### config.mk
export PLATFORM = sky130hd
export DESIGN_NAME = bwa_ctrl
export DESIGN_NICKNAME = d
export VERILOG_FILES = /design/src/sv/bwa_pkg.sv /design/src/sv/bwa_ctrl.sv
export SDC_FILE = /design/constraint.sdc
export NUM_CORES = 1
export LEC_CHECK = 0
export CAP_MARGIN = 20
export CORE_AREA = 5 5 42 44
export DETAILED_ROUTE_END_ITERATION = 8
export DIE_AREA = 0 0 47 49
export DONT_BUFFER_PORTS = 1
export GPL_TIMING_DRIVEN = 1
export PLACE_DENSITY_LB_ADDON = 0.1
export SLEW_MARGIN = 5
export SYNTH_ARGS = -nofsm -noshare
export SYNTH_HDL_FRONTEND = slang
export SYNTH_SLANG_ARGS = --single-unit
### constraint.sdc
create_clock -name clk -period 0.95 [get_ports clk]
set_input_delay 0.285 -clock clk [delete_from_list [all_inputs] [get_ports clk]]
set_output_delay 0.285 -clock clk [all_outputs]
set_load 0.02 [all_outputs]
### src/sv/bwa_pkg.sv
`timescale 1ns / 1ps
// Shared types, constants and helpers for the bridge weight admission block.
// No dependencies; imported by every module of the block except bwa_ram.
package bwa_pkg;

	localparam int TICK_W   = 32;
	localparam int WEIGHT_W = 16;
	localparam int LEN_W    = 11;
	localparam int CFG_IDX_W = 1;
	localparam int CFG_DATA_W = 16;

	localparam logic [CFG_IDX_W-1:0] CFG_CROSSING_LENGTH = 1'b0;
	localparam logic [CFG_IDX_W-1:0] CFG_WEIGHT_LIMIT    = 1'b1;

	localparam logic [LEN_W-1:0]    LEN_RESET   = 11'd1;
	localparam logic [WEIGHT_W-1:0] LIMIT_RESET = 16'hFFFF;
	localparam logic [TICK_W-1:0]   TICK_MAX    = 32'hFFFF_FFFF;

	typedef struct packed {
		logic [WEIGHT_W-1:0] truck_weight;
		logic                last_truck;
	} in_item_t;

	typedef struct packed {
		logic [TICK_W-1:0] entry_tick;
		logic [TICK_W-1:0] finish_tick;
		logic              batch_done;
		logic              overweight;
	} out_item_t;

	typedef enum logic [2:0] {
		ST_IDLE,
		ST_READ,
		ST_CHECK,
		ST_FINISH
	} state_t;

	typedef struct packed {
		logic load;
		logic retire;
		logic admit;
		logic bump;
		logic finish;
	} cmd_t;

	typedef struct packed {
		logic over;
		logic can_retire;
		logic can_admit;
	} status_t;

	function automatic logic [TICK_W-1:0] sat_add(input logic [TICK_W-1:0] a,
		input logic [TICK_W-1:0] b);
		logic [TICK_W:0] s;
		s = {1'b0, a} + {1'b0, b};
		return s[TICK_W] ? TICK_MAX : s[TICK_W-1:0];
	endfunction

endpackage

### src/sv/bwa_ctrl.sv
`timescale 1ns / 1ps
// Controller state machine: sequences load, retire, admit, bump and finish.
// Depends on bwa_pkg.
module bwa_ctrl (
	input  logic             clk,
	input  logic             arst_n,
	input  logic             in_valid,
	output logic             in_ready,
	output logic             out_valid,
	input  logic             out_ready,
	input  bwa_pkg::status_t status,
	output bwa_pkg::cmd_t    cmd
);

	import bwa_pkg::*;

	state_t state_q, state_d;
	logic   out_valid_q;
	logic   out_free;

	assign out_free  = !out_valid_q || out_ready;
	assign out_valid = out_valid_q;

	always_comb begin
		state_d = state_q;
		unique case (state_q)
			ST_IDLE: begin
				if (in_valid) begin
					state_d = ST_READ;
				end
			end
			ST_READ: begin
				state_d = status.over ? ST_FINISH : ST_CHECK;
			end
			ST_CHECK: begin
				if (status.can_retire) begin
					state_d = ST_READ;
				end else if (status.can_admit) begin
					state_d = ST_FINISH;
				end
			end
			ST_FINISH: begin
				if (out_free) begin
					state_d = ST_IDLE;
				end
			end
			default: state_d = ST_IDLE;
		endcase
	end

	always_comb begin
		cmd      = '0;
		in_ready = 1'b0;
		unique case (state_q)
			ST_IDLE: begin
				in_ready = 1'b1;
				cmd.load = in_valid;
			end
			ST_READ: ;
			ST_CHECK: begin
				cmd.retire = status.can_retire;
				cmd.admit  = !status.can_retire && status.can_admit;
				cmd.bump   = !status.can_retire && !status.can_admit;
			end
			ST_FINISH: begin
				cmd.finish = out_free;
			end
			default: ;
		endcase
	end

	always_ff @(posedge clk or negedge arst_n) begin
		if (!arst_n) begin
			state_q     <= ST_IDLE;
			out_valid_q <= 1'b0;
		end else begin
			state_q <= state_d;
			if (cmd.finish) begin
				out_valid_q <= 1'b1;
			end else if (out_ready) begin
				out_valid_q <= 1'b0;
			end
		end
	end

endmodule

# Word level (Yosys, flattened, before mapping)
# Cells that the tools add are included.
# word_totals
regBits,4
in_bits,7
out_inout_bits,7
word_cells,29
# classes
n_eq_ne,6
n_mux,12
n_reduce_logical,9
# op_table
cell,count
$mux W3,5
$pmux W3 S4,1
$eq A3 B2 Y1 const B,2
$mux W1,6
$ne A2 B2 Y1 const B,2
$eq A3 B1 Y1 const B,1
$logic_not A1 Y1,3
$logic_not A3 Y1,1
$ne A3 B3 Y1 const B,1
$reduce_and A3 Y1,1
$logic_and A1 B1 Y1,2
$reduce_bool A2 Y1,1
$logic_or A1 B1 Y1,1

# Depth between registers and ports, before layout
# depth
word_depth,4
mapped_depth,3
ltp_nobuf,3

# Worst setup path after synthesis
# No wires, ideal clock.
# synth_timing
path_kind,reg-to-output
start,register state_q[0]
end,output port cmd[4] in the netlist's numbering
t_arrival_ns,1.050
required_ns,0.665
slack_ns,-0.385
stages_incl_launch_ff,3
path_buffers,0
path_cell_list,dfrtp_1 nor2_1 and2_1
# synth_rtl
element,line,text
from (decl),bwa_ctrl.sv:17,"state_t state_q, state_d;"
from (signal assigned),bwa_ctrl.sv:77,state_q <= state_d;
to (decl),bwa_ctrl.sv:12,output bwa_pkg::cmd_t cmd

==> metrics.md <==
| Metric | Value |
|---|---|
| Vias in the first global route | 224 |
| Critical R2R Launch | state_q[0] |
| Tmin final | around 1.4 ns |
| Yosys warnings | 0 |
| Grt ovf | 0 |
| Final hold vios | 0 |
| EDFF count, synth | 0 |
| Global Route Usage Sum | 0.0606 |
| Most frequently used flop master after synthesis | dfrtp_1 |
| CP required | 0.66 ns |
| Met1 usage in global routing | 0.0595 |
| Hold depth | 1 |
| Worst-path clk slew | ~0.030 ns |
| Share of layout cells above drive strength 1 | 0.735 |
| Hold Startpoint | out_ready |
| Port buffer count | 0 |
| Post-synth top area cell | dfrtp_1 |
| Inserted Diodes | 0 |
| Die Span Y | 49 um |
| First-pass GRT wire length | 931 um |
| IO Pins | 14 |
| Chip Width | 47 um |
| P&R area growth vs syn | 108% |
| Commonest cells post-synth | dfrtp_1, inv_1, nor2_1 |
| CP Launch Type | register |
| Global routing met2 resource utilization | 0.0814 |
| Critical path arrival | 1.11 ns |
| Fin area | 367 um2 |
| Via density per instance | 4.00 |
| Crit. End Element | output port |
| Final worst slack | -0.441 ns |
| Antenna violation net count after detailed routing | 0 |
| Asr flop ratio synth | 1.00 |
| Failing checks | negative setup slack |
| Synth Area per Inst | 9.29 um2 |
| Crit-path max FO | 5 |
| Outcome | finished, violations left |
| Max-slew violation count | 0 |
| Met3 Use GR | 0.0295 |
| Slowest stage cell, crit path | dfrtp_2 |
| Hold Path Class | in -> reg |
| Num CTS Buffers | 3 |
| DRT Pass-1 Iters | 4 |
| Residual DRC | 0 |
| GPL Wtd Cong | 0.625 |
| Worst path bufs/invs | 1 |
| CTS tree | yes |
| Vias | 200 |
| Unrepaired setup endpoints after global routing | yes |
| Post-synth net total | 26 |
| Setup CP Type | reg -> out |
| Htree depth | 1 |
| Initial antenna violation count | 0 |
| Worst Max-Slew Pin Slew | about 0.24 ns |
| CTS root buf | clkbuf_4 |
| Largest stage delay, worst path | 0.44 ns |
| Starting density of the core | 0.126 |
| Max VDD drop | 965 uV |
| FF-to-FF End | state_q[0] |
| Sink Count | 3 |
| Total Routed Length | 564 um |
| Max Cap Viol | 0 |
| CTS Buffer Depth | 2 |
| Sequential-to-total area share from yosys stat | 0.426 |
| # rows | 14 |
| Initial drt markers | 4 |
| Ratio of final minimum period to clock period | 1.46 |
| Synth Instances | 19 |
| Die area | 2300 um2 |
| Post-Route Setup TNS | -2.87 ns |
| Flop and latch count out of synthesis | 3 |
| R2R depth | 6 |
| PwrDens | 3580 nW/um2 |
| Hold Crit Endpoint | out_valid |
| Nets@finish | 42 |
| Most Crowded Layer GR | met2 |
| Pin count of the biggest net entering global routing | 7 |
| Cell Chain, Critical Path | buf_4 -> nor2_4 -> and2_4 |
| Yosys top cell area share | 0.426 |
| Synth cell types | 14 |
| Clk_lat worst skew | about 0.23 ns |
| Max-slew headroom | 0.838 |
| Maximum clock rate | a little over 700 MHz |
| Post-place instance area | 274 um2 |
| Hpwl dp | 445 um |
| Critical path's top delay family | flip-flops |
| Mapped cell area | approximately 180 um2 |
| Setup Skew | 0.000150 ns |
| Leak pwr | between 0.15 and 0.2 nW |
| Area of the core | 1400 um2 |
| Final setup vio count | 9 |
| DR WL/cell | 11.3 um |
| Synth top area cells | dfrtp_1, nor4b_2, and4bb_2, inv_1, a21oi_2 |
| Flop-to-flop setup slack | -0.28 ns |
| Worst setup path start | state_q[0] |
## logic make-up after synthesis
family | synth area share
AO/OA/AOI/OAI | 0.149
AND/OR/NAND/NOR | 0.362
flip-flops | 0.426
buffers and inverters | 0.0638
## area by class of cell
type | count | area, um2
inverters | 3 | 11.3
clock buffers | 4 | 26.3
multi-input cells | 13 | 135
repair buffers | 11 | 96.3
well taps | 16 | 20.0
flip-flops and latches | 3 | 77.6
fillers | 163 | 1030
## metal layers
metal	up-vias	part of all wire
met5	-	0
met4	0	0.030
met3	2	0.099
met2	10	0.52
met1	93	0.35
li1	95	-
## timing repair
item | 4_1_cts | 5_1_grt
endpoints found under the hold margin | 3 | 0
pin swaps | 4 | 1
gates resized for setup | 6 | 2
hold buffers | 1 | 0
setup endpoints to repair | 9 | 9
setup buffers | 4 | 0
## flip-flops by register name, summed over array words and instances (netlist names)
register / flops
state_q: 2
out_valid: 1
## per-stage QoR
stage / hold WS, ns / total power, mW / util / instances / setup slack (ns)
2_1_floorplan: -0.0106 / 0.678 / - / 19 / -0.175
3_3_place_gp: -0.0105 / 0.869 / 0.196 / 41 / -0.219
3_5_place_dp: -0.0105 / 0.879 / 0.196 / 41 / -0.234
4_1_cts: 0.173 / 1.31 / 0.256 / 50 / -0.444
5_1_grt: 0.182 / 1.41 / 0.262 / 50 / -0.505
6_report: 0.175 / 1.31 / 0.262 / 50 / -0.441
## worst reg2reg max path: cells and delay by family (launching register included)
| kind | cells | cell delay (ns) |
|---|---|---|
| flip-flops | 1 | 0.44 |
| AO/OA/AOI/OAI | 1 | 0.05 |
| AND/OR/NAND/NOR | 2 | 0.23 |
| buffers and inverters | 3 | 0.42 |
## placed cells by master, fill, tap and decap left out, types with 2 or more instances in the layout
master    count
buf_4         7
inv_1         3
clkbuf_4      3
buf_6         3
dfrtp_2       2
## where the power goes
group | total, mW | internal, mW | switching [mW] | leakage, nW
Clock | 0.216 | 0.157 | 0.0590 | 0.0150
Combinational | 0.775 | 0.411 | 0.364 | 0.112
Sequential | 0.324 | 0.206 | 0.118 | 0.0331
## how the worst max path moves through the flow
stage / end / slack [ns] / cells after the start
floorplan: cmd[4] / -0.18 / 2
global placement: cmd[1] / -0.22 / 2
detailed placement: cmd[1] / -0.23 / 2
CTS: cmd[1] / -0.44 / 2
global route: cmd[1] / -0.51 / 2
finish: cmd[4] / -0.44 / 3
No activity file was read; power rests on OpenSTA's default activity.
